--- src/sv/svr_pkg.sv ---
// Shared widths, register codes and divider interface types for the servo ramp block.
package svr_pkg;

   localparam int POS_W      = 7;
   localparam int ANGLE_W    = 8;
   localparam int TIME_W     = 15;
   localparam int ELAPSED_W  = 16;
   localparam int DIVIDEND_W = 15;
   localparam int DIVISOR_W  = 7;
   localparam int CSR_IDX_W  = 2;

   localparam int DEFAULT_POSITION_SCALE = 100;

   localparam logic [POS_W-1:0] NO_TARGET = 7'd127;

   localparam logic [CSR_IDX_W-1:0] CSR_ROTATE_LEFT_END  = 2'd0;
   localparam logic [CSR_IDX_W-1:0] CSR_ROTATE_RIGHT_END = 2'd1;
   localparam logic [CSR_IDX_W-1:0] CSR_TILT_DOWN_END    = 2'd2;
   localparam logic [CSR_IDX_W-1:0] CSR_TILT_UP_END      = 2'd3;

   localparam logic [ANGLE_W-1:0] RESET_ROTATE_LEFT_END  = 8'd0;
   localparam logic [ANGLE_W-1:0] RESET_ROTATE_RIGHT_END = 8'd180;
   localparam logic [ANGLE_W-1:0] RESET_TILT_DOWN_END    = 8'd180;
   localparam logic [ANGLE_W-1:0] RESET_TILT_UP_END      = 8'd0;

   typedef struct packed {
      logic                  start;
      logic [DIVIDEND_W-1:0] dividend;
      logic [DIVISOR_W-1:0]  divisor;
   } div_req_type;

   typedef struct packed {
      logic busy;
      logic done;
   } div_sts_type;

endpackage

--- src/sv/svr_div.sv ---
// Restoring divider that produces one quotient bit per clock cycle.
module svr_div
   import svr_pkg::*;
(
   input  logic                  clock,
   input  logic                  reset,
   input  div_req_type           req,
   output div_sts_type           sts,
   output logic [DIVIDEND_W-1:0] quotient
);

   localparam int CNT_W = $clog2(DIVIDEND_W);
   localparam logic [CNT_W-1:0] LAST_STEP = CNT_W'(DIVIDEND_W - 1);

   logic                  busy_ff, busy_in;
   logic                  done_ff, done_in;
   logic [CNT_W-1:0]      cnt_ff, cnt_in;
   logic [DIVISOR_W-1:0]  rem_ff, rem_in;
   logic [DIVIDEND_W-1:0] quo_ff, quo_in;
   logic [DIVISOR_W-1:0]  dvs_ff, dvs_in;
   logic [DIVISOR_W:0]    rem_shift;

   assign rem_shift = {rem_ff, quo_ff[DIVIDEND_W-1]};

   always_comb begin
      busy_in = busy_ff;
      done_in = 1'b0;
      cnt_in  = cnt_ff;
      rem_in  = rem_ff;
      quo_in  = quo_ff;
      dvs_in  = dvs_ff;
      if (req.start) begin
         busy_in = 1'b1;
         cnt_in  = '0;
         rem_in  = '0;
         quo_in  = req.dividend;
         dvs_in  = req.divisor;
      end else if (busy_ff) begin
         // Shift in the next dividend bit and subtract when the divisor fits.
         if (rem_shift >= {1'b0, dvs_ff}) begin
            rem_in = DIVISOR_W'(rem_shift - {1'b0, dvs_ff});
            quo_in = {quo_ff[DIVIDEND_W-2:0], 1'b1};
         end else begin
            rem_in = rem_shift[DIVISOR_W-1:0];
            quo_in = {quo_ff[DIVIDEND_W-2:0], 1'b0};
         end
         cnt_in = CNT_W'(cnt_ff + 1'b1);
         if (cnt_ff == LAST_STEP) begin
            busy_in = 1'b0;
            done_in = 1'b1;
         end
      end
   end

   always_ff @(posedge clock) begin
      if (reset) begin
         busy_ff <= 1'b0;
         done_ff <= 1'b0;
         cnt_ff  <= '0;
      end else begin
         busy_ff <= busy_in;
         done_ff <= done_in;
         cnt_ff  <= cnt_in;
      end
      rem_ff <= rem_in;
      quo_ff <= quo_in;
      dvs_ff <= dvs_in;
   end

   assign sts.busy = busy_ff;
   assign sts.done = done_ff;
   assign quotient = quo_ff;

endmodule

--- src/sv/two_axis_servo_ramp.sv ---
// Top level of the pan and tilt servo ramp generator with its sequencer and state.
//
// Each request word carries a mode (tuser: 0 ramp step, 1 immediate move), a
// millisecond tick, rotate and tilt targets on a 0 to POSITION_SCALE scale and a
// move duration in milliseconds; each one yields exactly one response word with
// the commanded angles, their write strobes and the in-position flag. Targets
// above the scale are saturated. When the targets change, each axis gets a step
// period of duration divided by distance, and an axis steps one unit once its
// elapsed milliseconds reach that period. Angles are end0 + pos*(end1-end0)/scale,
// truncated toward zero and clamped to the two configured ends. The period of an
// axis that has a distance to go comes from one shared 15-bit restoring divider,
// and the division by the scale in each commanded angle is a multiplication by
// its reciprocal. A ramp step that moves neither axis is the shortest case, an
// immediate move skips the period setup, and a target change that moves both
// axes is the longest. The block takes no request while it works on one; a
// finished response sits in an output register so the next request can be
// accepted before it is taken, and a response that is still held back stalls the
// block before it can hand over the next one. End angles may be written through
// the csr port only while the block is idle.
module two_axis_servo_ramp
   import svr_pkg::*;
#(
   parameter int POSITION_SCALE = DEFAULT_POSITION_SCALE
)
(
   input  logic                 clock,
   input  logic                 reset,
   input  logic                 req_tvalid,
   output logic                 req_tready,
   // [0] ms_elapsed, [7:1] rotate_target, [14:8] tilt_target,
   // [29:15] move_time_ms, [31:30] zero
   input  logic [31:0]          req_tdata,
   // [0] func
   input  logic                 req_tuser,
   output logic                 rsp_tvalid,
   input  logic                 rsp_tready,
   // [7:0] rotate_angle, [8] rotate_write, [16:9] tilt_angle, [17] tilt_write,
   // [18] in_position, [23:19] zero
   output logic [23:0]          rsp_tdata,
   input  logic                 csr_valid,
   output logic                 csr_ready,
   input  logic [CSR_IDX_W-1:0] csr_index,
   input  logic [ANGLE_W-1:0]   csr_data
);

   localparam logic [POS_W-1:0] SCALE = POS_W'(POSITION_SCALE);

   // Exact reciprocal of the scale for every product below 2**DIVIDEND_W.
   localparam int RECIP_SHIFT = DIVIDEND_W + $clog2(POSITION_SCALE);
   localparam logic [DIVIDEND_W:0] RECIP = (DIVIDEND_W+1)'(
      ((longint'(1) << RECIP_SHIFT) + longint'(POSITION_SCALE) - 1) /
      longint'(POSITION_SCALE));

   localparam logic [2:0] S_IDLE  = 3'd0;
   localparam logic [2:0] S_SETUP = 3'd1;
   localparam logic [2:0] S_SWAIT = 3'd2;
   localparam logic [2:0] S_STEP  = 3'd3;
   localparam logic [2:0] S_MAP   = 3'd4;
   localparam logic [2:0] S_MDIV  = 3'd5;
   localparam logic [2:0] S_MWAIT = 3'd6;
   localparam logic [2:0] S_OUT   = 3'd7;

   logic [2:0]            state_ff, state_in;
   logic                  axis_ff, axis_in;
   logic [POS_W-1:0]      rt_ff, rt_in, tt_ff, tt_in;
   logic [TIME_W-1:0]     time_ff, time_in;
   logic [POS_W-1:0]      rpos_ff, rpos_in, tpos_ff, tpos_in;
   logic [POS_W-1:0]      rrem_ff, rrem_in, trem_ff, trem_in;
   logic                  rup_ff, rup_in, tup_ff, tup_in;
   logic [TIME_W-1:0]     rper_ff, rper_in, tper_ff, tper_in;
   logic [ELAPSED_W-1:0]  rel_ff, rel_in, tel_ff, tel_in;
   logic                  done_ff, done_in;
   logic                  rw_ff, rw_in, tw_ff, tw_in;
   logic [ANGLE_W-1:0]    rang_ff, rang_in, tang_ff, tang_in;
   logic [DIVIDEND_W-1:0] prod_ff, prod_in;
   logic                  neg_ff, neg_in;
   logic [ANGLE_W-1:0]    rle_ff, rre_ff, tde_ff, tue_ff;
   logic                  rsp_valid_ff, rsp_valid_in;
   logic [23:0]           rsp_data_ff, rsp_data_in;

   logic                  accept;
   logic [POS_W-1:0]      in_rt, in_tt;
   logic                  in_tick;
   logic [POS_W-1:0]      cur_pos, cur_tgt, gap;
   logic [ANGLE_W-1:0]    cur_end0, cur_end1, span_mag, lo, hi, angle;
   logic                  cur_wr, rstep, tstep;
   logic signed [ANGLE_W+1:0] sum;
   logic [2*DIVIDEND_W:0] recip_prod;
   logic [DIVIDEND_W-1:0] map_quo;
   div_req_type           div_req;
   div_sts_type           div_sts;
   logic [DIVIDEND_W-1:0] div_quo;

   svr_div u_div (
      .clock    (clock),
      .reset    (reset),
      .req      (div_req),
      .sts      (div_sts),
      .quotient (div_quo)
   );

   assign req_tready = (state_ff == S_IDLE);
   assign accept     = req_tvalid && req_tready;
   assign csr_ready  = 1'b1;
   assign rsp_tvalid = rsp_valid_ff;
   assign rsp_tdata  = rsp_data_ff;

   assign in_tick = req_tdata[0];
   assign in_rt   = (req_tdata[7:1] > SCALE) ? SCALE : req_tdata[7:1];
   assign in_tt   = (req_tdata[14:8] > SCALE) ? SCALE : req_tdata[14:8];

   // The sequencer walks the rotate axis first and the tilt axis second.
   assign cur_pos  = axis_ff ? tpos_ff : rpos_ff;
   assign cur_tgt  = axis_ff ? tt_ff : rt_ff;
   assign cur_end0 = axis_ff ? tde_ff : rle_ff;
   assign cur_end1 = axis_ff ? tue_ff : rre_ff;
   assign cur_wr   = axis_ff ? tw_ff : rw_ff;
   assign gap      = (cur_pos > cur_tgt) ? POS_W'(cur_pos - cur_tgt)
                                         : POS_W'(cur_tgt - cur_pos);
   assign span_mag = (cur_end1 < cur_end0) ? ANGLE_W'(cur_end0 - cur_end1)
                                           : ANGLE_W'(cur_end1 - cur_end0);
   assign lo       = (cur_end0 < cur_end1) ? cur_end0 : cur_end1;
   assign hi       = (cur_end0 < cur_end1) ? cur_end1 : cur_end0;

   // The product divided by the scale, truncated.
   assign recip_prod = (2*DIVIDEND_W+1)'(prod_ff) * (2*DIVIDEND_W+1)'(RECIP);
   assign map_quo    = DIVIDEND_W'(recip_prod >> RECIP_SHIFT);

   // The quotient magnitude never exceeds the span, so eight bits carry it.
   assign sum = neg_ff ? ($signed({2'b00, cur_end0}) - $signed({2'b00, prod_ff[ANGLE_W-1:0]}))
                       : ($signed({2'b00, cur_end0}) + $signed({2'b00, prod_ff[ANGLE_W-1:0]}));
   always_comb begin
      if (sum < $signed({2'b00, lo})) begin
         angle = lo;
      end else if (sum > $signed({2'b00, hi})) begin
         angle = hi;
      end else begin
         angle = sum[ANGLE_W-1:0];
      end
   end

   assign rstep = (rpos_ff != rt_ff) && (rel_ff >= {1'b0, rper_ff});
   assign tstep = (tpos_ff != tt_ff) && (tel_ff >= {1'b0, tper_ff});

   always_comb begin
      div_req.start    = 1'b0;
      div_req.dividend = time_ff;
      div_req.divisor  = gap;
      if (state_ff == S_SETUP) begin
         div_req.start = (gap != '0);
      end
   end

   always_comb begin
      state_in     = state_ff;
      axis_in      = axis_ff;
      rt_in        = rt_ff;
      tt_in        = tt_ff;
      time_in      = time_ff;
      rpos_in      = rpos_ff;
      tpos_in      = tpos_ff;
      rrem_in      = rrem_ff;
      trem_in      = trem_ff;
      rup_in       = rup_ff;
      tup_in       = tup_ff;
      rper_in      = rper_ff;
      tper_in      = tper_ff;
      rel_in       = rel_ff;
      tel_in       = tel_ff;
      done_in      = done_ff;
      rw_in        = rw_ff;
      tw_in        = tw_ff;
      rang_in      = rang_ff;
      tang_in      = tang_ff;
      prod_in      = prod_ff;
      neg_in       = neg_ff;
      rsp_data_in  = rsp_data_ff;
      rsp_valid_in = rsp_valid_ff && !rsp_tready;

      unique case (state_ff)
         S_IDLE: begin
            if (accept) begin
               rt_in   = in_rt;
               tt_in   = in_tt;
               time_in = req_tdata[29:15];
               axis_in = 1'b0;
               if (in_tick) begin
                  if (rel_ff != '1) rel_in = ELAPSED_W'(rel_ff + 1'b1);
                  if (tel_ff != '1) tel_in = ELAPSED_W'(tel_ff + 1'b1);
               end
               if (req_tuser) begin
                  // Immediate move: jump, write both servos, force a new setup later.
                  rpos_in  = in_rt;
                  tpos_in  = in_tt;
                  rw_in    = 1'b1;
                  tw_in    = 1'b1;
                  done_in  = 1'b1;
                  rrem_in  = NO_TARGET;
                  trem_in  = NO_TARGET;
                  state_in = S_MAP;
               end else if ((rrem_ff != in_rt) || (trem_ff != in_tt)) begin
                  rrem_in  = in_rt;
                  trem_in  = in_tt;
                  done_in  = 1'b0;
                  rup_in   = (rpos_ff < in_rt);
                  tup_in   = (tpos_ff < in_tt);
                  rel_in   = '0;
                  tel_in   = '0;
                  state_in = S_SETUP;
               end else begin
                  state_in = S_STEP;
               end
            end
         end
         S_SETUP: begin
            if (gap == '0) begin
               if (axis_ff) tper_in = '0;
               else         rper_in = '0;
               axis_in  = !axis_ff;
               state_in = axis_ff ? S_STEP : S_SETUP;
            end else begin
               state_in = S_SWAIT;
            end
         end
         S_SWAIT: begin
            if (div_sts.done) begin
               if (axis_ff) tper_in = div_quo;
               else         rper_in = div_quo;
               axis_in  = !axis_ff;
               state_in = axis_ff ? S_STEP : S_SETUP;
            end
         end
         S_STEP: begin
            // The done check sees the positions before this item's steps.
            if ((rpos_ff == rt_ff) && (tpos_ff == tt_ff)) done_in = 1'b1;
            rw_in = rstep;
            tw_in = tstep;
            if (rstep) begin
               rpos_in = rup_ff ? POS_W'(rpos_ff + 1'b1) : POS_W'(rpos_ff - 1'b1);
               rel_in  = '0;
            end
            if (tstep) begin
               tpos_in = tup_ff ? POS_W'(tpos_ff + 1'b1) : POS_W'(tpos_ff - 1'b1);
               tel_in  = '0;
            end
            axis_in  = 1'b0;
            state_in = S_MAP;
         end
         S_MAP: begin
            if (cur_wr) begin
               prod_in  = DIVIDEND_W'(cur_pos) * DIVIDEND_W'(span_mag);
               neg_in   = (cur_end1 < cur_end0);
               state_in = S_MDIV;
            end else begin
               if (axis_ff) tang_in = '0;
               else         rang_in = '0;
               axis_in  = !axis_ff;
               state_in = axis_ff ? S_OUT : S_MAP;
            end
         end
         S_MDIV: begin
            // Scale the product down; the quotient takes the place of the product.
            prod_in  = map_quo;
            state_in = S_MWAIT;
         end
         S_MWAIT: begin
            if (axis_ff) tang_in = angle;
            else         rang_in = angle;
            axis_in  = !axis_ff;
            state_in = axis_ff ? S_OUT : S_MAP;
         end
         S_OUT: begin
            if (!rsp_valid_ff || rsp_tready) begin
               rsp_data_in  = {5'd0, done_ff, tw_ff, tang_ff, rw_ff, rang_ff};
               rsp_valid_in = 1'b1;
               state_in     = S_IDLE;
            end
         end
         default: begin
            state_in = S_IDLE;
         end
      endcase
   end

   always_ff @(posedge clock) begin
      if (reset) begin
         state_ff     <= S_IDLE;
         axis_ff      <= 1'b0;
         rpos_ff      <= '0;
         tpos_ff      <= '0;
         rrem_ff      <= NO_TARGET;
         trem_ff      <= NO_TARGET;
         rup_ff       <= 1'b0;
         tup_ff       <= 1'b0;
         rper_ff      <= '0;
         tper_ff      <= '0;
         rel_ff       <= '0;
         tel_ff       <= '0;
         done_ff      <= 1'b0;
         rsp_valid_ff <= 1'b0;
      end else begin
         state_ff     <= state_in;
         axis_ff      <= axis_in;
         rpos_ff      <= rpos_in;
         tpos_ff      <= tpos_in;
         rrem_ff      <= rrem_in;
         trem_ff      <= trem_in;
         rup_ff       <= rup_in;
         tup_ff       <= tup_in;
         rper_ff      <= rper_in;
         tper_ff      <= tper_in;
         rel_ff       <= rel_in;
         tel_ff       <= tel_in;
         done_ff      <= done_in;
         rsp_valid_ff <= rsp_valid_in;
      end
      rt_ff       <= rt_in;
      tt_ff       <= tt_in;
      time_ff     <= time_in;
      rw_ff       <= rw_in;
      tw_ff       <= tw_in;
      rang_ff     <= rang_in;
      tang_ff     <= tang_in;
      prod_ff     <= prod_in;
      neg_ff      <= neg_in;
      rsp_data_ff <= rsp_data_in;
   end

   // End angle registers.
   always_ff @(posedge clock) begin
      if (reset) begin
         rle_ff <= RESET_ROTATE_LEFT_END;
         rre_ff <= RESET_ROTATE_RIGHT_END;
         tde_ff <= RESET_TILT_DOWN_END;
         tue_ff <= RESET_TILT_UP_END;
      end else if (csr_valid && csr_ready) begin
         unique case (csr_index)
            CSR_ROTATE_LEFT_END:  rle_ff <= csr_data;
            CSR_ROTATE_RIGHT_END: rre_ff <= csr_data;
            CSR_TILT_DOWN_END:    tde_ff <= csr_data;
            CSR_TILT_UP_END:      tue_ff <= csr_data;
            default: ;
         endcase
      end
   end

   // Positions only ever move toward saturated targets, so they stay on the scale.
   a_pos_on_scale: assert property (@(posedge clock) disable iff (reset)
      (rpos_ff <= SCALE) && (tpos_ff <= SCALE))
      else $error("servo position left the scale");

   // The shared divider is never restarted while it still works on a quotient.
   a_div_no_overlap: assert property (@(posedge clock) disable iff (reset)
      div_req.start |-> !div_sts.busy)
      else $error("divider started while busy");

   // An accepted word keeps the request side closed on the following cycle.
   a_busy_after_accept: assert property (@(posedge clock) disable iff (reset)
      accept |=> !req_tready)
      else $error("request accepted while a word is in progress");

   // The rotate axis, when it is not commanded, reports a zero angle.
   a_idle_axis_zero: assert property (@(posedge clock) disable iff (reset)
      (rsp_valid_ff && !rsp_data_ff[8]) |-> (rsp_data_ff[7:0] == '0))
      else $error("uncommanded rotate angle is not zero");

endmodule

--- config.mk ---
export PLATFORM = sky130hd
export DESIGN_NAME = two_axis_servo_ramp
export DESIGN_NICKNAME = d
export VERILOG_FILES = /design/src/sv/svr_pkg.sv /design/src/sv/svr_div.sv /design/src/sv/two_axis_servo_ramp.sv
export SDC_FILE = /design/constraint.sdc
export NUM_CORES = 1
export LEC_CHECK = 0
export ABC_AREA = 1
export BUFFER_PORTS_ARGS = -buffer_cell sky130_fd_sc_hd__buf_4
export CORE_ASPECT_RATIO = 1.1
export CORE_MARGIN = 5
export CORE_UTILIZATION = 58
export DETAILED_ROUTE_END_ITERATION = 8
export HOLD_SLACK_MARGIN = 0.1
export PLACE_DENSITY = 0.78
export SLEW_MARGIN = 10
export SYNTH_ARGS = -nofsm -noshare
export SYNTH_HDL_FRONTEND = slang
export SYNTH_HIERARCHICAL = 1
export SYNTH_SLANG_ARGS = --single-unit
--- constraint.sdc ---
create_clock -name clock -period 6.7 [get_ports clock]
set_clock_uncertainty 0.1 [all_clocks]
set_input_delay 1.34 -clock clock [delete_from_list [all_inputs] [get_ports clock]]
set_output_delay 1.34 -clock clock [all_outputs]
set_load 0.01 [all_outputs]
==> flow_summary.toml <==
[status]
status = "finished, final reports clean"

[worst_setup_path]
r2r_end = "prod_ff[11]"
cp_slowest_cell = "fa_1"
ff2ff_path_depth = 31
cp_max_fo = 29
reg2reg_slack_ps = 340
required_ps = 6890
r2r-start = "axis_ff"
slowest_delay_ps = 550
arrival_ps = 6560
critical_path.endpoint_type = "flip-flop"
critPathLaunchType = "flip-flop"
critPathKind = "reg -> reg"
path_common_cell = "inv_1"

[floorplanning]
dieArea_um2 = 41500
die_height_um = 213
start_util_pct = 58.6
rows = 74
die_x_um = 195
coreArea_um2 = 37100
io_pins = 75

[global_route]
grt_usage_pct = 24.8
grt_antenna_before_repair = 0
globalRouteOverflowTotal = 0
grt_first_pass_wirelength_um = 87100
grt_max_degree = 102
grt_pass1_vias = 18600

[drt]
routed_via_density = 5.46
drt_wl_total_um = 52400
ant_nets = 0
drc = 0
dr.pass1.iters = 6
vias = 18900
wire_per_inst_um = 15.1
drt_iter0_markers = 1209

[timing]
slew_headroom_pct = 20.0
finalSetupViolations = 0
max_freq_mhz = 157
drv_slew = 0
min_period_ps = 6360
hold_viol = 0
worstMarginPinSlew_ps = 1200
timing.final.ws_setup_ps = 336
tns_ps = 0
rsz0062_at_grt = "no"
post-route-period-util_pct = 95.0

[clock_tree]
cts_buffer_depth = 3
root_buffer = "clkbuf_16"
cts_tree = "done"
cts_num_sinks = 247
clk_latency_ps = 550
htreeDepth = 1
numCtsBuffers = 27
hold_buffers = 0
worst_setup_hold_path_clk_slew_ps = 60

[worst_hold_path]
hp-start = "rang_ff[1]"
hold_class = "reg -> reg"
hold_path_end = "rsp_tdata[1]"
hold_path_depth = 0

[final_layout]
area_growth_pct = 9.09
drive_gt1_share_pct = 7.82
insertedDiodeCount = 0
fillers = 3187
final_nets = 3358
final_cells = 3460

[place]
dp_slack_ps = -18.2
io_buffers = 66
gp_congestion = 0.987
dp_cells = 3408
dp_hpwl_um = 41200

[yosys]
yosys_warnings = 6
synthCells = 2890
syn_area_um2 = 21800
synth.avg_cell_area_um2 = 7.53

[job]
maxCapViolCount = 0
routing by layer:
layer  vias to the layer above  part of all wire, %  GRT usage, %  wire length (µm)
met4                         0                  3.4          8.05              1760
li1                       9451                    -             -                 -
met5                         -                    0             0                 0
met2                       511                   50          45.4             26100
met3                       108                  4.9          2.49              2590
met1                      8806                   42          30.9             22000
stage by stage:
| stage | hold WS (ps) | instance area (µm²) | utilization, % |
|---|---|---|---|
| 5_1_grt | 328 | 23700 | 63.9 |
| 3_3_place_gp | 302 | 22800 | 61.3 |
| 2_1_floorplan | 300 | 21800 | - |
| 6_report | 317 | 23700 | 63.9 |
| 3_5_place_dp | 305 | 22800 | 61.3 |
| 4_1_cts | 318 | 23700 | 63.8 |
layout make-up:
type | count | area [µm²] | share of cell area, %
well taps | 494 | 618 | 2.60
clock inverters | 14 | 153 | 0.643
inverters | 492 | 1850 | 7.78
multi-input cells | 2077 | 13600 | 57.3
clock buffers | 36 | 762 | 3.21
repair buffers | 100 | 763 | 3.22
flip-flops and latches | 247 | 5990 | 25.2
what timing repair did:
action	CTS	global route
buffers inserted	0	2
resized for setup	2	18
endpoints found under the setup margin	2	8
pin swaps	0	4
critical path: cells and delay by family, from the launching register on:
| kind | cells | cell delay, ps |
|---|---|---|
| DFF | 1 | 350 |
| adders and majority gates | 6 | 2640 |
| AOI/OAI and AO/OA | 7 | 910 |
| xor gates and xnor gates | 1 | 200 |
| and+or+nand+nor | 9 | 1100 |
| buffers and inverters | 8 | 790 |
how the worst max path moves through the flow:
stage                 start          end  slack (ps)  cells past startpoint
finish              axis_ff  prod_ff[11]         340                     31
global placement    axis_ff  prod_ff[11]          70                     31
CTS                 axis_ff  prod_ff[11]          50                     31
global route        axis_ff  prod_ff[11]           7                     29
floorplan           axis_ff  prod_ff[11]         370                     28
detailed placement  axis_ff  prod_ff[11]         -20                     31
flip-flops by register name, indices dropped and copies added (netlist names), 15 cells and up:
signal          flops
rper_ff            15
u_div/quotient     15
tper_ff            15
prod_ff            15
rsp_tdata          19
rel_ff             16
tel_ff             16
time_ff            15
cell usage in the layout (no fill, tap or decap), types with 7 or more instances in the layout:
master,instances
o21ai_1,13
inv_1,474
clkbuf_16,29
o21ai_0,165
o21bai_1,8
a31oi_1,9
nor3_1,22
nand3_1,163
nand2_1,618
edfxtp_1,104
xnor2_1,29
o211ai_1,7
inv_2,14
a21oi_1,176
fa_1,107
xor2_1,44
ha_1,255
nand4_1,74
nand2_2,15
nand3b_1,16
buf_4,99
nor2_1,253
a21o_1,7
dfxtp_1,142
or2_2,30
Power is left out: the tool's default activity adds up to more than one toggle a clock period on the data nets, which glitch-free logic cannot reach.
